--- config.mk ---
export PLATFORM = sky130hd
export DESIGN_NAME = lav_skid
export DESIGN_NICKNAME = d
export VERILOG_FILES = /design/src/design/lav_pkg.sv /design/src/design/lav_skid.sv
export SDC_FILE = /design/constraint.sdc
export NUM_CORES = 1
export LEC_CHECK = 0
export ABC_AREA = 1
export BUFFER_PORTS_ARGS = -buffer_cell sky130_fd_sc_hd__buf_4
export CAP_MARGIN = 30
export CORE_AREA = 8 8 296 298
export DETAILED_ROUTE_END_ITERATION = 6
export DIE_AREA = 0 0 304 306
export GPL_ROUTABILITY_DRIVEN = 1
export SYNTH_ARGS = -nofsm -noshare
export SYNTH_HDL_FRONTEND = slang
export SYNTH_SLANG_ARGS = --single-unit
--- constraint.sdc ---
create_clock -name clk -period 43.4 [get_ports clk]
set_input_delay 6.51 -clock clk [delete_from_list [all_inputs] [get_ports clk]]
set_output_delay 6.51 -clock clk [all_outputs]
set_load 0.1 [all_outputs]
--- src/design/lav_pkg.sv ---
// ----------------------------------------------------------------------------
// lav_pkg
// Shared types and constants of the look-at view matrix block.
// ----------------------------------------------------------------------------
package lav_pkg;

  localparam int FRAC_BITS_DEF = 16;
  localparam int DATA_W        = 32;
  localparam int CFG_IDX_W     = 3;

  localparam logic [CFG_IDX_W-1:0] CFG_TARGET_X = 3'd0;
  localparam logic [CFG_IDX_W-1:0] CFG_TARGET_Y = 3'd1;
  localparam logic [CFG_IDX_W-1:0] CFG_TARGET_Z = 3'd2;
  localparam logic [CFG_IDX_W-1:0] CFG_UP_X     = 3'd3;
  localparam logic [CFG_IDX_W-1:0] CFG_UP_Y     = 3'd4;
  localparam logic [CFG_IDX_W-1:0] CFG_UP_Z     = 3'd5;

  typedef struct packed {
    logic signed [DATA_W-1:0] target_x;
    logic signed [DATA_W-1:0] target_y;
    logic signed [DATA_W-1:0] target_z;
    logic signed [DATA_W-1:0] up_hint_x;
    logic signed [DATA_W-1:0] up_hint_y;
    logic signed [DATA_W-1:0] up_hint_z;
  } lav_cfg_t;

  typedef struct packed {
    logic [DATA_W-1:0] side_x;
    logic [DATA_W-1:0] side_y;
    logic [DATA_W-1:0] side_z;
    logic [DATA_W-1:0] ortho_up_x;
    logic [DATA_W-1:0] ortho_up_y;
    logic [DATA_W-1:0] ortho_up_z;
    logic [DATA_W-1:0] back_x;
    logic [DATA_W-1:0] back_y;
    logic [DATA_W-1:0] back_z;
    logic [DATA_W-1:0] shift_x;
    logic [DATA_W-1:0] shift_y;
    logic [DATA_W-1:0] shift_z;
  } lav_res_t;

endpackage

--- src/design/lav_skid.sv ---
// ----------------------------------------------------------------------------
// lav_skid
// Output register with one skid entry between the pipeline and the consumer.
// ----------------------------------------------------------------------------
module lav_skid (
  input  logic              clk,
  input  logic              rst_n,
  input  logic              up_vld,
  input  lav_pkg::lav_res_t up_data,
  output logic              take,
  output logic              out_valid,
  input  logic              out_ready,
  output lav_pkg::lav_res_t out_data
);
  import lav_pkg::*;

  lav_res_t out_r;
  lav_res_t skid_r;
  logic     out_vld_r;
  logic     skid_vld_r;
  logic     free_c;

  assign take   = !skid_vld_r;
  assign free_c = !out_vld_r || out_ready;

  always_ff @(posedge clk) begin
    if (!rst_n) begin
      out_vld_r  <= 1'b0;
      skid_vld_r <= 1'b0;
    end else if (free_c) begin
      out_vld_r  <= skid_vld_r || up_vld;
      skid_vld_r <= 1'b0;
    end else if (up_vld && !skid_vld_r) begin
      skid_vld_r <= 1'b1;
    end
  end

  always_ff @(posedge clk) begin
    if (free_c) begin
      out_r <= skid_vld_r ? skid_r : up_data;
    end else if (!skid_vld_r) begin
      skid_r <= up_data;
    end
  end

  assign out_valid = out_vld_r;
  assign out_data  = out_r;

endmodule

-- Word-level counts from Yosys, hierarchy flattened
Index checks and enable logic that the tools add are counted.
- add/sub/neg operators: 0
- $mul: 0
- div/mod/pow operators: 0
- magnitude comparators: 0
- eq/ne operators: 0
- shifts and indexed selects: 0
- muxes and demuxes: 1
- bitwise logic cells: 1
- reduce and logical (&&, ||, !) cells: 6
- operators with widths (kind ; number):
    384-bit 2-to-1 mux ; 1
    1-bit zero test ; 2
    1-bit logical OR ; 2
    2-bit OR reduction ; 1
    1-bit logical AND ; 1
    1-bit inverter ; 1
- register bits after elaboration: 770
- latch bits: 0
- RAM bits: 0
- bits in read-only memories: 0
- bits of input ports: 388
- logic and storage cells: 34
- memories kept: 0

-- Logic depth before layout (Yosys ltp)
- word-level depth: 3
- mapped depth: 6
- gate-level depth less buffers: 3

-- Least setup slack after synthesis
OpenSTA, ideal clock, no wires.
- path type: input to register
- start point: input out_ready
- end point: register skid_r[0] (netlist bit), enable pin
- library setup time: 0.228 ns
- data arrival time: 36.024 ns
- data required time: 43.172 ns
- slack: 7.149 ns
- stages on the path: 3
- path through: inv_1 nand2_1 inv_1
- longest elaborated chain between the ends: 1
- ends and longest elaborated chain (item ; RTL line ; text):
    start, declared ; lav_skid.sv:12 ; input logic out_ready,
    1-bit logical OR ; lav_skid.sv:24 ; assign free_c = !out_vld_r || out_ready;
    via free_c ; lav_skid.sv:21 ; logic free_c;
    end signal, assigned ; lav_skid.sv:42 ; skid_r <= up_data;
    end, declared ; lav_skid.sv:18 ; lav_res_t skid_r;
The timed path passes the listed nets, and every way through them passes these cells.
A chain may end at the register's enable or synchronous reset.

-- Worst setup path after layout
- start point: input out_ready
- end point: register skid_r[284] (netlist bit), enable pin
Same word-level chain as after synthesis.

==> summary.md <==
| Metric | Value |
|---|---|
| Pin slew with the least headroom to its limit | between 1 and 1.5 ns |
| Gr ovfl total | 0 |
| Critical Path Sink Type | flip-flop |
| RSZ-0062 raised after global routing | no |
| Fmax | roughly 110 MHz |
| FF-to-FF Start | out_valid |
| Required time worst endpoint | 43.67 ns |
| Cts bufs inserted | 82 |
| DR pass1 iterations | 5 |
| Via density | 4.53 |
| Critical path launch point | out_ready |
| Period minus WS final | 9.07 ns |
| Final hold viol count | 0 |
| Fraction of layout cells with a size suffix above 1 | 0.316 |
| Hold Buf Count CTS | 0 |
| Final wirelength | 78.4 mm |
| Kind of critical path | input pin to flip-flop |
| Vias in the first global route | 19300 |
| M1 WL | 29.7 mm |
| Residual DRC | 0 |
| Cts repair resizes | 0 |
| Max Cap Violations | 0 |
| Syn avg cell area | 14.0 um2 |
| Routability congestion estimate | 0.771 |
| Mapped Area | 28100 um2 |
| Post-CTS setup buffers | 0 |
| Worst hold margin | 0.527 ns |
| PD cells | 50.9 nW/um2 |
| DIE HEIGHT | a little over 300 um |
| Metal2 WL | 40.1 mm |
| Pleak | 15.9 nW |
| Largest net degree at the start of global routing | 171 |
| Final core utilization | 0.452 |
| Met3 WL post-DR | 6.25 mm |
| Initial Util | 0.339 |
| Worst Clk Skew | 0.0334 ns |
| Total core area | 82900 um2 |
| Total number of vias | 17900 |
| Ys Warns | 0 |
| Number of port buffers | roughly 770 |
| Largest cells by area after synthesis | edfxtp_1, nand2_1, buf_6, buf_2, buf_4 |
| Critical Path Max Stage Delay | 0.63 ns |
| Final setup vio count | 0 |
| Worst-path fanout max | 113 |
| Setup_tns | 0 ns |
| Synthesized instance count | ~2000 |
| First-pass GRT wire length | 117 mm |
| Yosys reg bits | 770 |
| CTS Sinks | 770 |
| Final ANT Viol Nets | 0 |
| Area grow syn2layout | 33.1% |
| Synth Net Count | 2404 |
| Worst Hold Launch | skid_r[164] |
| Initial DRC count | between 1000 and 1500 |
| Clk slew on worst S/H paths | 0.06 ns |
| Initial antenna violation count | 7 |
| Post-DP HPWL | 54.9 mm |
| Total Power | 0.00191 W |
| WL/cell | 19.8 um |
| Rows | 106 |
| Seq/Total Area, Yosys | 0.821 |
| Period utilization | 0.209 |
| Most used cell, CP | buf_4 |
| Synth area leader | edfxtp_1 |
| Hold WC Path Type | flip-flop to flip-flop |
| Unique masters post-synth | 12 |
| Clock root cell | clkbuf_16 |
| Slowest stage cell, crit path | buf_4 |
| Top Layer Used | met4 |
| Clock latency on the worst-skew pair | 0.62 ns |
| Total track usage | 0.161 |
| CTS HTree Levels | 3 |
| Die X | 304 um |
| Post-synth top area share | 0.820 |
| Final #Nets | 3197 |
| Maximum VDD drop | 0.0000371 V |
| Worst-case clock buffer depth | 3 |
| Outcome | complete, no violations |
| Max-slew headroom | 0.211 |
| Max-slew violations | 0 |
| Num ports | just under 800 |
| Arrival @ worst endpoint | 9.35 ns |
| CTS tree | built |
| Worst-path cell chain | buf_4, inv_1, nand2_4, buf_16, inv_8, buf_4, buf_4, buf_16 |
| Die footprint | roughly 93000 um2 |
| Type of origin of the critical path | input pin |
[metrics by stage]
stage,cell area (um2),cells,worst slack (ns)
floorplan,28100,2016,7.15
global placement,34800,3798,32.83
detailed placement,34800,3800,33.15
CTS,37300,3947,33.82
global route,37400,3956,34.19
finish,37400,3958,34.33
[layer usage]
layer	global-route usage	vias up
met5	0	-
met4	0.0606	0
met3	0.0535	125
met2	0.278	618
met1	0.185	8746
li1	-	8446
[path summary, 6_finish.rpt]
check,end,slack [ns],cells past startpoint
setup / recovery,skid_r[284],34.33,8
hold / removal,out_data[164],0.53,2
setup reg to reg,skid_r[284],40.04,6
hold reg to reg,out_data[164],0.53,2
[layout by cell type, fill, tap and decap left out, drive strengths merged, types with 2 or more instances in the layout]
| cell type | n |
|---|---|
| clkinv | 37 |
| clkinvlp | 2 |
| clkbuf | 104 |
| buf | 794 |
| nand2 | 1154 |
| nor2 | 2 |
| diode | 6 |
| dfxtp | 2 |
| edfxtp | 768 |
| inv | 6 |
[worst max-delay path: cells and delay by family]
family	cells	cell delay, ns
buffers and inverters	7	2.42
and+or+nand+nor	1	0.19
[state kept, by name (all words and copies together) (netlist names)]
register / count
skid_vld_r: 1
out_data: 384
out_valid: 1
skid_r: 384
[cell type report]
class                      count  area, um2
fill                        7530      45400
timing repair buffer         794       6110
multi-input combinational   1158       4360
clock buffer                 104       2140
sequential                   770      23100
antenna                        6       15.0
tap                         1080       1350
inverter                       3       31.3
clock inverter                43        327
[kinds of logic after synthesis]
kind of cell	synth area share
and+or+nand+nor	0.154
DFF	0.821
buffers and inverters	0.0245
AOI/OAI and AO/OA	0.000178
[synthesized netlist by cell type]
cell type and n:
nor2_1 2, nand2_1 1154, clkbuf_1 1, nand3_1 1
buf_2 36, buf_6 35, dfxtp_1 2, o21ai_0 1
inv_4 1, buf_4 13, inv_1 2, edfxtp_1 768
[power breakdown]
group / internal (W) / total [W] / switching, W
clock: 0.000359 / 0.000645 / 0.000286
combinational: 0.0000715 / 0.000364 / 0.000292
sequential: 0.000877 / 0.000896 / 0.0000191
Note: power is estimated with default switching activity, not from simulation.
