**src/design/lav_pkg.sv**
```systemverilog
// ----------------------------------------------------------------------------
// lav_pkg
// Shared types and constants of the look-at view matrix block.
// ----------------------------------------------------------------------------
package lav_pkg;

  localparam int FRAC_BITS_DEF = 16;
  localparam int DATA_W        = 32;
  localparam int CFG_IDX_W     = 3;

  localparam logic [CFG_IDX_W-1:0] CFG_TARGET_X = 3'd0;
  localparam logic [CFG_IDX_W-1:0] CFG_TARGET_Y = 3'd1;
  localparam logic [CFG_IDX_W-1:0] CFG_TARGET_Z = 3'd2;
  localparam logic [CFG_IDX_W-1:0] CFG_UP_X     = 3'd3;
  localparam logic [CFG_IDX_W-1:0] CFG_UP_Y     = 3'd4;
  localparam logic [CFG_IDX_W-1:0] CFG_UP_Z     = 3'd5;

  typedef struct packed {
    logic signed [DATA_W-1:0] target_x;
    logic signed [DATA_W-1:0] target_y;
    logic signed [DATA_W-1:0] target_z;
    logic signed [DATA_W-1:0] up_hint_x;
    logic signed [DATA_W-1:0] up_hint_y;
    logic signed [DATA_W-1:0] up_hint_z;
  } lav_cfg_t;

  typedef struct packed {
    logic [DATA_W-1:0] side_x;
    logic [DATA_W-1:0] side_y;
    logic [DATA_W-1:0] side_z;
    logic [DATA_W-1:0] ortho_up_x;
    logic [DATA_W-1:0] ortho_up_y;
    logic [DATA_W-1:0] ortho_up_z;
    logic [DATA_W-1:0] back_x;
    logic [DATA_W-1:0] back_y;
    logic [DATA_W-1:0] back_z;
    logic [DATA_W-1:0] shift_x;
    logic [DATA_W-1:0] shift_y;
    logic [DATA_W-1:0] shift_z;
  } lav_res_t;

endpackage

```
**src/design/lav_cfg.sv**
```systemverilog
// ----------------------------------------------------------------------------
// lav_cfg
// Configuration registers: target point and up hint.
// ----------------------------------------------------------------------------
module lav_cfg #(
  parameter int FRAC_BITS = lav_pkg::FRAC_BITS_DEF
) (
  input  logic                           clk,
  input  logic                           rst_n,
  input  logic                           cfg_we,
  input  logic [lav_pkg::CFG_IDX_W-1:0]  cfg_addr,
  input  logic [lav_pkg::DATA_W-1:0]     cfg_wdata,
  output lav_pkg::lav_cfg_t              cfg_q
);
  import lav_pkg::*;

  localparam logic [DATA_W-1:0] UP_Y_RST = DATA_W'(1) << FRAC_BITS;

  lav_cfg_t cfg_r;

  always_ff @(posedge clk) begin
    if (!rst_n) begin
      cfg_r <= '{target_x: '0, target_y: '0, target_z: '0,
                 up_hint_x: '0, up_hint_y: UP_Y_RST, up_hint_z: '0};
    end else if (cfg_we) begin
      case (cfg_addr)
        CFG_TARGET_X: cfg_r.target_x  <= cfg_wdata;
        CFG_TARGET_Y: cfg_r.target_y  <= cfg_wdata;
        CFG_TARGET_Z: cfg_r.target_z  <= cfg_wdata;
        CFG_UP_X:     cfg_r.up_hint_x <= cfg_wdata;
        CFG_UP_Y:     cfg_r.up_hint_y <= cfg_wdata;
        CFG_UP_Z:     cfg_r.up_hint_z <= cfg_wdata;
        default: begin
        end
      endcase
    end
  end

  assign cfg_q = cfg_r;

endmodule

```
**config.mk**
```make
export PLATFORM = sky130hd
export DESIGN_NAME = lav_cfg
export DESIGN_NICKNAME = d
export VERILOG_FILES = /design/src/design/lav_pkg.sv /design/src/design/lav_cfg.sv
export SDC_FILE = /design/constraint.sdc
export NUM_CORES = 1
export LEC_CHECK = 0
export ABC_CLOCK_PERIOD_IN_PS = 1700
export BUFFER_PORTS_ARGS = -buffer_cell sky130_fd_sc_hd__buf_2
export CAP_MARGIN = 20
export CORE_ASPECT_RATIO = 0.7
export CORE_MARGIN = 1.5
export CORE_UTILIZATION = 50
export DETAILED_ROUTE_END_ITERATION = 7
export PLACE_DENSITY = 0.89
export SKIP_LAST_GASP = 1
export SLEW_MARGIN = 20
export SYNTH_ARGS = -nofsm -noshare
export SYNTH_HDL_FRONTEND = slang
export SYNTH_SLANG_ARGS = --single-unit
```
**constraint.sdc**
```tcl
create_clock -name clk -period 1.7 [get_ports clk]
set_input_delay 0.17 -clock clk [delete_from_list [all_inputs] [get_ports clk]]
set_output_delay 0.17 -clock clk [all_outputs]
set_load 0.02 [all_outputs]
```
* Word level (Yosys, flattened, before mapping) *
Cells that the tools add are included.

word-level totals
  register bits after elaboration = 192
  input bits = 38
  logic and storage cells = 18

cells by class
  eq/ne operators = 5
  reduce and logical (&&, ||, !) cells = 7

operator list
  operator                                                               number
  2-bit AND reduction                                                    6
  3-bit by 2-bit equality test with 1-bit output, second input constant  2
  3-bit equality test, second input constant                             2
  3-bit by 1-bit equality test with 1-bit output, second input constant  1
  3-bit logical NOT                                                      1

* Depth between registers and ports, before layout *
Gate-level depths: netlist of the first run.

  word-level depth = 2
  gate-level depth with buffers = 5
  mapped depth without buffers = 2

* Worst setup path before layout of the first run *
OpenSTA, ideal clock, no wires.

  path type = input-to-reg
  start point = input cfg_addr[0] (netlist bit)
  end point = register cfg_r (netlist bit cfg_q[160])
  setup time = 0.072 ns
  arrival = 1.084 ns
  data required time = 1.628 ns
  slack = 0.544 ns
  stages = 4
  path buffers = 2
  cell sequence = buf_6 nor4b_4 buf_6 mux2i_1

on the way
  longest elaborated chain between the ends = 2

ends and longest elaborated chain
  what                                  line           text
  start, declared                       lav_cfg.sv:11  input logic [lav_pkg::CFG_IDX_W-1:0] cfg_addr,
  3-bit logical NOT                     lav_cfg.sv:26  case (cfg_addr)
  2-bit AND reduction (no source line)  n/a
  end signal, assigned                  lav_cfg.sv:23  cfg_r <= '{target_x: '0, target_y: '0, target_z: '0,
  end, declared                         lav_cfg.sv:19  lav_cfg_t cfg_r;

No other way between the ends.
A chain may end at the register's enable or synchronous reset.

* Worst setup path after layout of the first run *
  start point = register cfg_r (netlist bit cfg_q[46])
  end point = output cfg_q[46] (netlist bit)

RTL lines
  what           line           text
  end, declared  lav_cfg.sv:13  output lav_pkg::lav_cfg_t cfg_q

No word-level cell between the ends.

==> results of run 1 <==
## final timing paths
kind,slack [ps],to,depth (start not counted)
hold / removal,50,cfg_q[48]$_SDFFE_PN1P_,3
hold reg to reg,460,cfg_q[159]$_SDFFE_PN0P_,2
setup / recovery,570,cfg_q[46],1
setup reg to reg,1050,cfg_q[175]$_SDFFE_PN0P_,2
## logic make-up after synthesis
logic type,share of synthesized area
buffers and inverters,0.0411
multiplexers,0.275
AND/OR/NAND/NOR,0.133
flip-flops,0.551
## stage by stage
| step | cells | power [mW] | setup WS [ps] | util |
|---|---|---|---|---|
| floorplan | 662 | 5.18 | 544 | - |
| global placement | 1047 | 5.43 | 376 | 0.622 |
| detailed placement | 1047 | 5.45 | 313 | 0.622 |
| CTS | 1079 | 9.53 | 556 | 0.668 |
| global route | 1079 | 9.77 | 515 | 0.668 |
| finish | 1079 | 9.47 | 566 | 0.668 |
## routing by layer
metal	up-vias	part of all wire
met5	-	0
met4	0	0.0098
met3	15	0.075
met2	193	0.47
met1	2658	0.44
li1	2628	-
## cell usage in the layout, fill, tap and decap left out
cell type / netlist / routed
bufinv_16: 0 / 2
buf_4: 12 / 11
buf_12: 0 / 7
inv_8: 0 / 2
nand4b_1: 2 / 2
nor4b_4: 1 / 1
inv_6: 0 / 5
nor2b_1: 2 / 2
clkinv_8: 0 / 3
buf_6: 7 / 1
buf_2: 10 / 228
clkbuf_1: 17 / 1
clkinv_4: 0 / 2
clkbuf_16: 0 / 17
nand2_1: 223 / 223
dfxtp_1: 192 / 192
mux2i_1: 192 / 192
nand4bb_4: 0 / 2
and4bb_2: 1 / 1
## worst reg2reg max path: cells and delay by family (launching register included)
| family | cells | cell delay (ps) |
|---|---|---|
| mux | 1 | 170 |
| flops | 1 | 340 |
| simple gates | 1 | 70 |
## power groups by stage
stage | combinational, mW | clock [mW] | sequential (mW)
after CTS | 0.703 | 4.18 | 4.64
after global routing | 0.752 | 4.36 | 4.65
after detailed placement | 0.701 | 0 | 4.75
after floorplan | 0.311 | 0 | 4.87
final | 0.701 | 4.12 | 4.65
after global placement | 0.689 | 0 | 4.74
## Yosys cell counts
cell type / n / area [sq um]
nor4b_4: 1 / 23.8
nand2_1: 223 / 837
buf_4: 12 / 90.1
clkbuf_1: 17 / 63.8
nand4b_1: 2 / 17.5
buf_6: 7 / 78.8
buf_2: 10 / 50.1
nor2b_1: 2 / 12.5
and4bb_2: 1 / 12.5
buf_1: 1 / 3.75
nand4bb_1: 2 / 22.5
dfxtp_1: 192 / 3840
mux2i_1: 192 / 1920
## layout make-up
class	count	area share
timing repair buffer	247	0.154
sequential	192	0.429
tap	185	0.0259
clock buffer	18	0.0479
multi-input combinational	423	0.322
clock inverter	14	0.0215
==> flow_summary_export.csv, run 1 <==
group,metric,value,unit
finish,multi_input_area,0.00288,sq mm
cts,numCtsBuffers,17,
yosys,synthCells,662,
worst_setup_path,start_kind,"register",
worst_setup_path,required,1530,ps
worst_setup_path,crit_path_start,"cfg_q[46]$_SDFFE_PN0P_",
floorplanning,die_y,102,microns
cts,cts_max_path_buffers,2,
drt,wl_per_cell,16.6,microns
yosys,ys_ff_latch,192,
pwr,p_leak,4.78,nW
worst_setup_path,cp_max_fo,2,
sta,setup_viol,0,
pwr,power_frac_comb,0.074,
cts,ctsResizeCount,0,
pwr,p_clk_frac,0.435,
finish,area_delta_synth_final,28.3,%
global_routing,gr-usage-met1,0.293,
worst_setup_path,cpMaxStageDelayCell,"dfxtp_1",
yosys,syn-num-nets,700,
floorplanning,rows,35,
worst_setup_path,endpoint_kind,"output pin",
placement,place_area,0.00833,sq mm
drt,wirelength,17.9,mm
global_routing,grt_overflow,0,
floorplanning,core,0.0134,sq mm
worst_setup_path,critPathKind,"reg2out",
finish,final_area,0.00895,sq mm
worst_setup_path,max_stage_delay,370,ps
worst_setup_path,path_cells,"buf_2",
drt,drc,0,
finish,fill_cells,1030,
floorplanning,ios,230,
cts,cts-root-buf,"clkbuf_16",
pwr,seq_power_share,0.491,
sta,hold_violations,0,
sta,clock.fmax,882,MHz
finish,seq_area,0.00384,sq mm
min_path,worst_hold_startpoint,"cfg_wdata[16]",
yosys,synth_area_per_cell,10.5,sq um
drt,drtPass1Iterations,4,
pwr,p_per_area,1060,mW/mm^2
finish,layout.nets,919,
finish,antenna_cells,0,
cts,hold_buffers,0,
global_routing,use_met2,0.427,
floorplanning,dieWidth,144,microns
yosys,synth_area,0.00698,sq mm
global_routing,antenna_found_initial,0,
worst_setup_path,crit_buf_inv,1,
floorplanning,die-area,0.0147,sq mm
sta,slew-limit-headroom,0.574,
pwr,p_sw,2.37,mW
sta,period_share,0.667,
sta,slew_violations,0,
global_routing,grt_usage,0.243,
drt,ant_nets,0,
pwr,p_int,7.10,mW
cts,clkSinkCount,192,
status,outcome,"finished, final reports clean",
sta,tightest_slew,639,ps
drt,viasPerCell,5.09,
drt,via_count,5494,
global_routing,busiest_layer,"met2",
finish,drive_gt1_frac,0.315,
worst_setup_path,rr_startpoint,"cfg_q[175]$_SDFFE_PN0P_",
cts,cts_setup_buffers,0,
cts,cts.clk_slew.worst_paths,80,ps
yosys,ys_seq_area_frac,0.551,
placement,dp_hpwl,12.2,mm
job,maxCapViolations,0,
sta,rsz0062_at_grt,"false",
global_routing,grt_pass1_vias,5332,
pwr,swShare,0.251,
sta,fin_skew,0,ps
global_routing,grt_pass1_wl,27.4,mm
placement,port_buffers,229,
cts,cts_tree,"yes",
global_routing,grt_use_met3,0.0670,
drt,drtIter0Drc,218,
global_routing,grt_max_degree,43,
placement,place_congestion,0.789,
sta,period_minus_slack,1130,ps
sta,fin_hold_ws,45.7,ps
min_path,min_path_type,"in2reg",
cts,cts_max_level,4,
cts,clk_latency,410,ps
yosys,synth_cell_type_count,13,
floorplanning,start_util,0.521,
worst_setup_path,crit_arrival,960,ps
sta,fin_setup_tns,0,ps
finish,largest_register_ffs,192,
yosys,ys_warn_count,0,
worst_setup_path,critPathTopFamily,"flip-flops",
pwr,vdd.ir_drop.worst,0.698,mV
(Power assumes the default switching activity.)
==> run 2: changes to the inputs <==
--- a/config.mk
+++ b/config.mk
@@ -5,14 +5,15 @@
 export SDC_FILE = /design/constraint.sdc
 export NUM_CORES = 1
 export LEC_CHECK = 0
-export ABC_CLOCK_PERIOD_IN_PS = 1700
+export ABC_AREA = 1
+export ABC_CLOCK_PERIOD_IN_PS = 1090
 export BUFFER_PORTS_ARGS = -buffer_cell sky130_fd_sc_hd__buf_2
 export CAP_MARGIN = 20
 export CORE_ASPECT_RATIO = 0.7
 export CORE_MARGIN = 1.5
 export CORE_UTILIZATION = 50
 export DETAILED_ROUTE_END_ITERATION = 7
-export PLACE_DENSITY = 0.89
+export PLACE_DENSITY = 0.88
 export SKIP_LAST_GASP = 1
 export SLEW_MARGIN = 20
 export SYNTH_ARGS = -nofsm -noshare
==> constraint.sdc (replaced) <==
create_clock -name clk -period 1.09 [get_ports clk]
set_input_delay 0.109 -clock clk [delete_from_list [all_inputs] [get_ports clk]]
set_output_delay 0.109 -clock clk [all_outputs]
set_load 0.02 [all_outputs]
==> run 2 against run 1 <==
  * Final cell count grew 39%
  * Area after synthesis grew 8.3%
  * First-iteration DRC count grew to 3.3 times the previous value
  * Via count grew 42%
  * Power grew 65%
  * Combinational power grew to 2.9 times the previous value
  * Worst hold slack lost 15 ps
  * Critical path depth is the same
  * Register-to-register slack lost 570 ps
  * Sequential share of layout area shrank 3.9 points
==> flow_summary_export.csv, run 2 <==
group,metric,value,unit
status,outcome,"finished, final reports clean",
pwr,p_leak,4.82,nW
finish,largest_register_ffs,192,
worst_setup_path,cp.depth,1,
yosys,ys_async_sr_fraction,0,
floorplanning,start_util,0.513,
yosys,ys_seq_area_frac,0.509,
worst_setup_path,crit_buf_inv,1,
placement,dp_hpwl,15.6,mm
yosys,synth_cell_type_count,13,
floorplanning,ios,230,
cts,cts.clk_slew.worst_paths,70,ps
cts,cts_max_level,4,
placement,port_buffers,229,
drt,wl_met3,2.42,mm
drt,ant_nets,0,
yosys,synth_top_area_share,0.509,
finish,drive_gt1_frac,0.245,
drt,dr.max_layer_used,"met4",
min_path,min_path_cells,3,
finish,layout_common_cells,"nor2_1, nand2_1, nand3_1",
worst_setup_path,worstRegToRegCells,2,
pwr,p_per_area,1580,mW/mm^2
drt,via_count,7791,
drt,viasPerCell,5.18,
drt,wl_per_cell,15.2,microns
yosys,synth_area,0.00756,sq mm
worst_setup_path,required,980,ps
cts,cts_max_path_buffers,2,
min_path,min_path_type,"in2reg",
job,maxCapViolations,0,
worst_setup_path,endpoint_kind,"output pin",
worst_setup_path,critPathTopFamily,"flip-flops",
worst_setup_path,critPathKind,"reg2out",
cts,cts_tree,"yes",
drt,drtPass1Iterations,5,
placement,place_area,0.00914,sq mm
placement,place_inst,1471,
floorplanning,die-area,0.0159,sq mm
sta,hold_violations,0,
yosys,yosysMostFrequentCell,"nor2_1",
yosys,ys_ff_latch,192,
finish,final_area,0.00990,sq mm
global_routing,grt_pass1_vias,6893,
finish,layout_commonest_cell,"nor2_1",
sta,slew-limit-headroom,0.764,
cts,cts-root-buf,"clkbuf_16",
cts,clkSinkCount,192,
yosys,synthTopCellsByArea,"dfxtp_1, nor2_1, nand3_1, nand2_1, buf_2",
worst_setup_path,cp_max_fo,2,
sta,period_minus_slack,1070,ps
yosys,synth_top_area_cell,"dfxtp_1",
worst_setup_path,start_kind,"register",
worst_setup_path,crit_arrival,960,ps
finish,area_delta_synth_final,31.0,%
drt,drc,0,
drt,wl_met2,10.1,mm
global_routing,antenna_found_initial,0,
floorplanning,core,0.0147,sq mm
cts,clk_latency,410,ps
yosys,syn-num-nets,1128,
global_routing,grt_max_degree,56,
sta,slew_violations,0,
drt,drtIter0Drc,712,
placement,place_congestion,0.853,
finish,layout.nets,1334,
yosys,ys.flop_type,"dfxtp_1",
worst_setup_path,path_cells,"buf_2",
drt,met1_length,9.92,mm
sta,fin_skew,0,ps
global_routing,grt_usage,0.287,
yosys,ys_warn_count,0,
pwr,vdd.ir_drop.worst,0.885,mV
cts,cts_setup_buffers,0,
sta,tightest_slew,354,ps
global_routing,grt_overflow,0,
global_routing,grt_pass1_wl,35.6,mm
sta,clock.fmax,937,MHz
yosys,synthCells,1090,
floorplanning,die_y,106,microns
drt,wirelength,22.8,mm
finish,fin_cells,1504,
sta,setup_viol,0,
cts,numCtsBuffers,17,
sta,period_share,0.979,
floorplanning,rows,37,
floorplanning,dieWidth,150,microns
yosys,synth_edf_count,0,
finish,antenna_cells,0,
worst_setup_path,max_stage_delay,360,ps
yosys,synth_common_cells,"nor2_1, nand2_1, dfxtp_1, nand3_1, buf_2",
yosys,synth_area_per_cell,6.93,sq um
worst_setup_path,cpMaxStageDelayCell,"dfxtp_1",
-- run 2: final timing paths --
kind                                         startpoint                       to  slack [ps]
worst max-delay path            cfg_q[115]$_SDFFE_PN0P_               cfg_q[115]          20
worst max register to register   cfg_q[69]$_SDFFE_PN0P_   cfg_q[69]$_SDFFE_PN0P_         480
worst min-delay path                              rst_n  cfg_q[137]$_SDFFE_PN0P_          30
worst min register to register  cfg_q[109]$_SDFFE_PN0P_  cfg_q[109]$_SDFFE_PN0P_         480
-- run 2: cell families after synthesis --
family | after synthesis | share of synthesized area
buffers and inverters | 115 | 0.0669
AND/OR/NAND/NOR | 782 | 0.424
flip-flops | 192 | 0.509
AO/OA/AOI/OAI | 1 | 0.000662
-- run 2: timing repair --
action                     CTS  global route
gates resized for setup      5            75
hold buffers                 1             0
pin swaps                    0             0
hold endpoints to repair     1             0
setup endpoints to repair    5            60
-- run 2: metrics by stage --
step	util	setup slack [ps]	power, mW	hold slack [ps]	TNS [ps]
floorplan	-	169	8.75	235	0
global placement	0.621	8.74	9.46	373	0
detailed placement	0.621	-42.6	9.50	377	-510
CTS	0.662	-10.2	15.7	15.8	-10.2
global route	0.672	-7.83	16.2	19.5	-12.9
finish	0.672	23.0	15.7	30.7	0
-- run 2: where the power goes --
part / leakage [nW] / switching [mW] / total (mW) / internal, mW
registers: 1.57 / 0.140 / 7.40 / 7.26
clock network: 0.287 / 2.94 / 6.25 / 3.32
logic: 2.97 / 1.32 / 2.01 / 0.694
total: 4.82 / 4.40 / 15.7 / 11.3
-- run 2: final cells by class --
type,count,area (sq um)
Fill cell,1215,4820
Sequential cell,192,3860
Multi-Input combinational cell,783,3240
Timing Repair Buffer,264,1830
Clock buffer,19,443
Tap cell,195,244
Inverter,38,143
Clock inverter,13,140
-- run 2: per-layer routing --
metal / vias up / global-route usage
li1: 3802 / -
met1: 3569 / 0.396
met3: 27 / 0.0827
met5: - / 0
met2: 393 / 0.435
met4: 0 / 0.0826
